==> src/hdl/sacl_pkg.sv <==
// shared types and constants for the lru cache tag store
// no dependencies; used by every other file of the block
package sacl_pkg;

  localparam int unsigned SETS_DEFAULT = 256;
  localparam int unsigned WAYS_DEFAULT = 8;

  localparam int unsigned ADDR_W    = 32;
  localparam int unsigned STAMP_W   = 64;
  localparam int unsigned TAG_W     = 32;
  localparam int unsigned LAT_W     = 16;
  localparam int unsigned CNT_W     = 32;
  localparam int unsigned CFG_IDX_W = 3;
  localparam int unsigned CFG_DAT_W = 16;

  localparam logic [CFG_IDX_W-1:0] CFG_ENABLE       = 3'd0;
  localparam logic [CFG_IDX_W-1:0] CFG_LINE_SHIFT   = 3'd1;
  localparam logic [CFG_IDX_W-1:0] CFG_INDEX_WIDTH  = 3'd2;
  localparam logic [CFG_IDX_W-1:0] CFG_WAYS_IN_USE  = 3'd3;
  localparam logic [CFG_IDX_W-1:0] CFG_MISS_LATENCY = 3'd4;

  typedef struct packed {
    logic             enable;
    logic [4:0]       line_shift;
    logic [3:0]       index_width;
    logic [3:0]       ways_in_use;
    logic [LAT_W-1:0] miss_latency;
  } cfg_t;

  typedef enum logic [2:0] {
    ST_CLEAR,
    ST_IDLE,
    ST_LOOKUP,
    ST_SCAN,
    ST_COMMIT
  } state_t;

  typedef struct packed {
    logic clr_step;
    logic capture;
    logic lookup;
    logic scan_step;
    logic commit;
    logic from_lookup;
  } cmd_t;

  typedef struct packed {
    logic clr_last;
    logic resolved;
    logic scan_last;
  } sts_t;

endpackage

==> src/hdl/sacl_ctrl.sv <==
// controller state machine: clearing pass, lookup, lru scan, commit
// depends on sacl_pkg for state, command and status types
module sacl_ctrl (
  input  logic            clk,
  input  logic            rst,
  input  logic            in_valid,
  output logic            in_ready,
  output logic            out_valid,
  input  logic            out_ready,
  input  sacl_pkg::sts_t  sts,
  output sacl_pkg::cmd_t  cmd
);

  sacl_pkg::state_t state, state_next;
  logic             out_free;

  assign out_free = !out_valid || out_ready;
  assign in_ready = (state == sacl_pkg::ST_IDLE);

  always_ff @(posedge clk) begin
    if (rst) begin
      state     <= sacl_pkg::ST_CLEAR;
      out_valid <= 1'b0;
    end else begin
      state <= state_next;
      if (cmd.commit) begin
        out_valid <= 1'b1;
      end else if (out_ready) begin
        out_valid <= 1'b0;
      end
    end
  end

  always_comb begin
    state_next = state;
    cmd        = '0;
    unique case (state)
      sacl_pkg::ST_CLEAR: begin
        cmd.clr_step = 1'b1;
        if (sts.clr_last) begin
          state_next = sacl_pkg::ST_IDLE;
        end
      end
      sacl_pkg::ST_IDLE: begin
        if (in_valid) begin
          cmd.capture = 1'b1;
          state_next  = sacl_pkg::ST_LOOKUP;
        end
      end
      sacl_pkg::ST_LOOKUP: begin
        cmd.lookup = 1'b1;
        if (!sts.resolved) begin
          state_next = sacl_pkg::ST_SCAN;
        end else if (out_free) begin
          cmd.commit      = 1'b1;
          cmd.from_lookup = 1'b1;
          state_next      = sacl_pkg::ST_IDLE;
        end else begin
          state_next = sacl_pkg::ST_COMMIT;
        end
      end
      sacl_pkg::ST_SCAN: begin
        cmd.scan_step = 1'b1;
        if (sts.scan_last) begin
          state_next = sacl_pkg::ST_COMMIT;
        end
      end
      sacl_pkg::ST_COMMIT: begin
        if (out_free) begin
          cmd.commit = 1'b1;
          state_next = sacl_pkg::ST_IDLE;
        end
      end
      default: begin
        state_next = sacl_pkg::ST_IDLE;
      end
    endcase
  end

endmodule

==> config.mk <==
export PLATFORM = sky130hd
export DESIGN_NAME = sacl_ctrl
export DESIGN_NICKNAME = d
export VERILOG_FILES = /design/src/hdl/sacl_pkg.sv /design/src/hdl/sacl_ctrl.sv
export SDC_FILE = /design/constraint.sdc
export NUM_CORES = 1
export LEC_CHECK = 0
export BUFFER_PORTS_ARGS = -buffer_cell sky130_fd_sc_hd__buf_2
export CAP_MARGIN = 20
export CELL_PAD_IN_SITES_DETAIL_PLACEMENT = 1
export CELL_PAD_IN_SITES_GLOBAL_PLACEMENT = 2
export CORE_AREA = 5 5 42 44
export CTS_BUF_LIST = sky130_fd_sc_hd__clkbuf_4 sky130_fd_sc_hd__clkbuf_8
export CTS_CLUSTER_DIAMETER = 120
export DETAILED_ROUTE_END_ITERATION = 7
export DIE_AREA = 0 0 47 49
export PLACE_DENSITY_LB_ADDON = 0.25
export RECOVER_POWER = 50
export SYNTH_ARGS = -nofsm -noshare
export SYNTH_HDL_FRONTEND = slang
export SYNTH_SLANG_ARGS = --single-unit
==> constraint.sdc <==
create_clock -name clk -period 2.73 [get_ports clk]
set_input_delay 0.273 -clock clk [delete_from_list [all_inputs] [get_ports clk]]
set_output_delay 0.273 -clock clk [all_outputs]
set_load 0.1 [all_outputs]
**Yosys cells after proc, flatten, opt, wreduce, memory -nomap -nowiden**

Cells that the tools add are included.

- Reductions and logical operators: 5
- Equality and inequality tests: 8
- Multiplexer cells: 19

Operators with widths:

| cell | number |
|---|---|
| 3-bit 2-to-1 mux | 6 |
| 3-bit one-hot mux with 5 select lines | 1 |
| 1-bit 2-to-1 mux | 9 |
| 2-bit != test, second input constant | 4 |
| 3-bit by 2-bit equality test with 1-bit output, second input constant | 2 |
| 2-bit 2-to-1 mux | 2 |
| 4-bit AND reduction | 1 |
| 3-bit by 1-bit equality test with 1-bit output, second input constant | 1 |
| 3-bit equality test, second input constant | 1 |
| 3-bit zero test | 1 |
| 1-bit one-hot mux with 2 select lines | 1 |
| 2-bit nonzero test | 1 |
| 1-bit zero test | 1 |
| 1-bit logical OR | 1 |

- Output and inout bits: 8
- Register bits after elaboration: 4
- Bits of input ports: 7
- Word-level logic and storage cells: 34

**Longest topological paths before layout**

- Word-level depth: 6
- Mapped depth: 4
- Depth with buffers taken out: 3

**Worst setup path before layout**

OpenSTA, ideal clock, no wires.

- Path type: register -> output
- Start: register state[1]
- End: output port cmd[0] (netlist name)
- Path slack: -1231 ps
- Arrival: 3688 ps
- Path buffers: 1
- Cell stages (with the launch flop): 4
- Data required time: 2457 ps
- Path through: dfxtp_1 -> buf_6 -> nor3b_1 -> and3_1

RTL lines:

| item | RTL line | source |
|---|---|---|
| start, declared | sacl_ctrl.sv:14 | `sacl_pkg::state_t state, state_next;` |
| start signal, assigned | sacl_ctrl.sv:22 | `state <= sacl_pkg::ST_CLEAR;` |
| start signal, assigned | sacl_ctrl.sv:25 | `state <= state_next;` |
| end, declared | sacl_ctrl.sv:11 | `output sacl_pkg::cmd_t cmd` |

==> impl_metrics.yaml <==
cts:
  cts_tree: "built"
  cts-root-buf: "clkbuf_4"
  cts.sinks: 4
  htree_levels: 1
  cts_buffer_depth: 2
  cts_hold_buf: 0
  clk_latency_ns: 0.25
  cts.clk_slew.worst_paths_ns: 0.04
  cts_buffers: 3
  post-cts-setup-buffers: 0
  cts_resized: 0
power:
  ir_drop_uv: 166.9
  p_per_area_mw_per_mm2: 606.4
  leakagePower_nw: 0.1675
global_route:
  grt_remaining_overflow: 0
  grt_util_all_layers: 0.07595
  grt_max_degree: 12
  grt_pass1_vias: 284
  grt_pass1_wl_um: 1173
  antenna_found_initial: 0
die:
  die-area_mm2: 0.002303
  coreArea_mm2: 0.001401
  die_h_um: 49
  start_util: 0.1902
  die_width_um: 47
  ios: 15
  rows: 14
worst_hold_path:
  min_to: "state[1]"
  hold_path.class: "input port to register"
  min_from: "rst"
  holdPathStages: 2
sta:
  rsz0062_at_grt: "false"
  slew_viol_final: 0
  hold_viol: 0
  min_period_ns: 2.001
  relSlewSlack: 0.2229
  worstMarginPinSlew_ns: 1.171
  clock_skew_ns: 0.007326
  min_period_over_period: 0.7330
  finalSetupViolations: 0
  clock.fmax_ghz: 0.4997
  whs_ns: 0.2602
  tns_ns: 0
logic_synthesis:
  netlist_instances: 29
  synth_edf_count: 0
  synthArstFlopShare: 0
  synth_ff_type: "dfxtp_1"
  syn-cell-area_um2: 266.5
  ys_warn_count: 0
  syn_area_per_cell_um2: 9.190
  synth_nets: 36
  ys_seq_elements: 4
  synth-seq-area-share: 0.3005
  synth.distinct_cells: 22
critical_path:
  crit_type: "register to primary output"
  critPathMaxStageDelay_ns: 0.50
  start_kind: "register"
  critPathRequiredTime_ns: 2.46
  worstSetupEndpointType: "primary output"
  r2r-end: "state[0]"
  reg2reg_from: "state[1]"
  crit_family: "flip-flops"
  slowest_stage: "dfxtp_1"
  path_cells: "nor4bb_1, a21oi_1, nor2b_1, buf_2"
  rr_worst_depth: 3
  path_depth: 4
  cp_max_fo: 11
  cp.arrival_ns: 1.73
  reg2reg_slack_ns: 1.43
  path_buf_inv: 1
drt:
  dr.pass1.iters: 4
  wl_per_cell_um: 12.44
  drtIter0Drc: 3
  wl_um: 759
  vias: 287
  drc_errors: 0
  postRouteAntennaNets: 0
  vias_per_cell: 4.705
finish:
  multi_input_area_um2: 186.4
  seqCellArea_um2: 80.08
  final_net_count: 54
  layout_common_cells: "buf_2, dfxtp_1, nor2b_1, clkbuf_4"
  syn_to_final_growth_pct: 41.31
  fillerInstances: 179
  drive_gt1_frac: 0.4000
  final_common_cell: "buf_2"
  n_antenna_cell: 0
flow_run:
  maxCapViolations: 0
place:
  dpl.hpwl_um: 578.3
  gp_congestion: 0.7237
  portBuffers: 14
outcome:
  status: "finished clean"
==> cells by family after synthesis <==
logic type             Yosys count  share of synthesized area
DFF                              4                     0.3005
and+or+nand+nor                 16                     0.4132
AOI/OAI and AO/OA                7                     0.1878
muxes                            1                    0.05632
buffers and inverters            1                    0.04225
==> per-layer routing <==
layer | track usage | share of wire | wire [um]
met4 | 0.09677 | 0.036 | 27
met1 | 0.08972 | 0.44 | 332
met3 | 0.01476 | 0.091 | 69
met5 | 0 | 0 | 0
met2 | 0.09502 | 0.43 | 330
==> registers in the layout (all words and copies together) (netlist names) <==
| name | count |
|---|---|
| state | 3 |
| out_valid | 1 |
==> cells in the mapped netlist, types with 2 or more instances <==
library cell / n / area [um2]
nor2b_1: 3 / 18.77
and2b_1: 2 / 15.01
dfxtp_1: 4 / 80.08
a21oi_1: 2 / 10.01
==> power breakdown <==
group / internal (mW) / switching, mW
clock network: 0.0495 / 0.0296
registers: 0.0615 / 0.00664
logic: 0.0191 / 0.0619
total: 0.130 / 0.0982
==> through the flow <==
step	power (mW)	cells	setup WS, ns	instance area, um2	utilization
after floorplan	0.1386	29	0.1581	282.8	-
after global placement	0.1522	58	0.9694	361.6	0.2580
after detailed placement	0.1526	58	0.9862	361.6	0.2580
after CTS	0.2342	61	0.7154	384.1	0.2741
after global routing	0.2379	61	0.6007	376.6	0.2688
final	0.2284	61	0.7288	376.6	0.2688
==> worst register-to-register path, cell delays in order (launching register included) <==
cell	delay, ns
dfxtp_1	0.50
mux2_4	0.33
a211oi_1	0.25
o21a_1	0.15
==> cell type report <==
type | instances | area share
multi-input combinational | 24 | 0.4950
timing repair buffer | 14 | 0.1794
tap | 16 | 0.05316
clock buffer | 3 | 0.05980
sequential | 4 | 0.2126
==> worst max-delay path by stage <==
stage               startpoint      to  slack (ns)
floorplan            out_valid  cmd[1]        0.16
global placement      state[1]  cmd[1]        0.97
detailed placement    state[1]  cmd[1]        0.99
CTS                   state[1]  cmd[1]        0.72
global route          state[1]  cmd[1]        0.60
finish                state[1]  cmd[1]        0.73
Power figures use the tool's default switching activity.
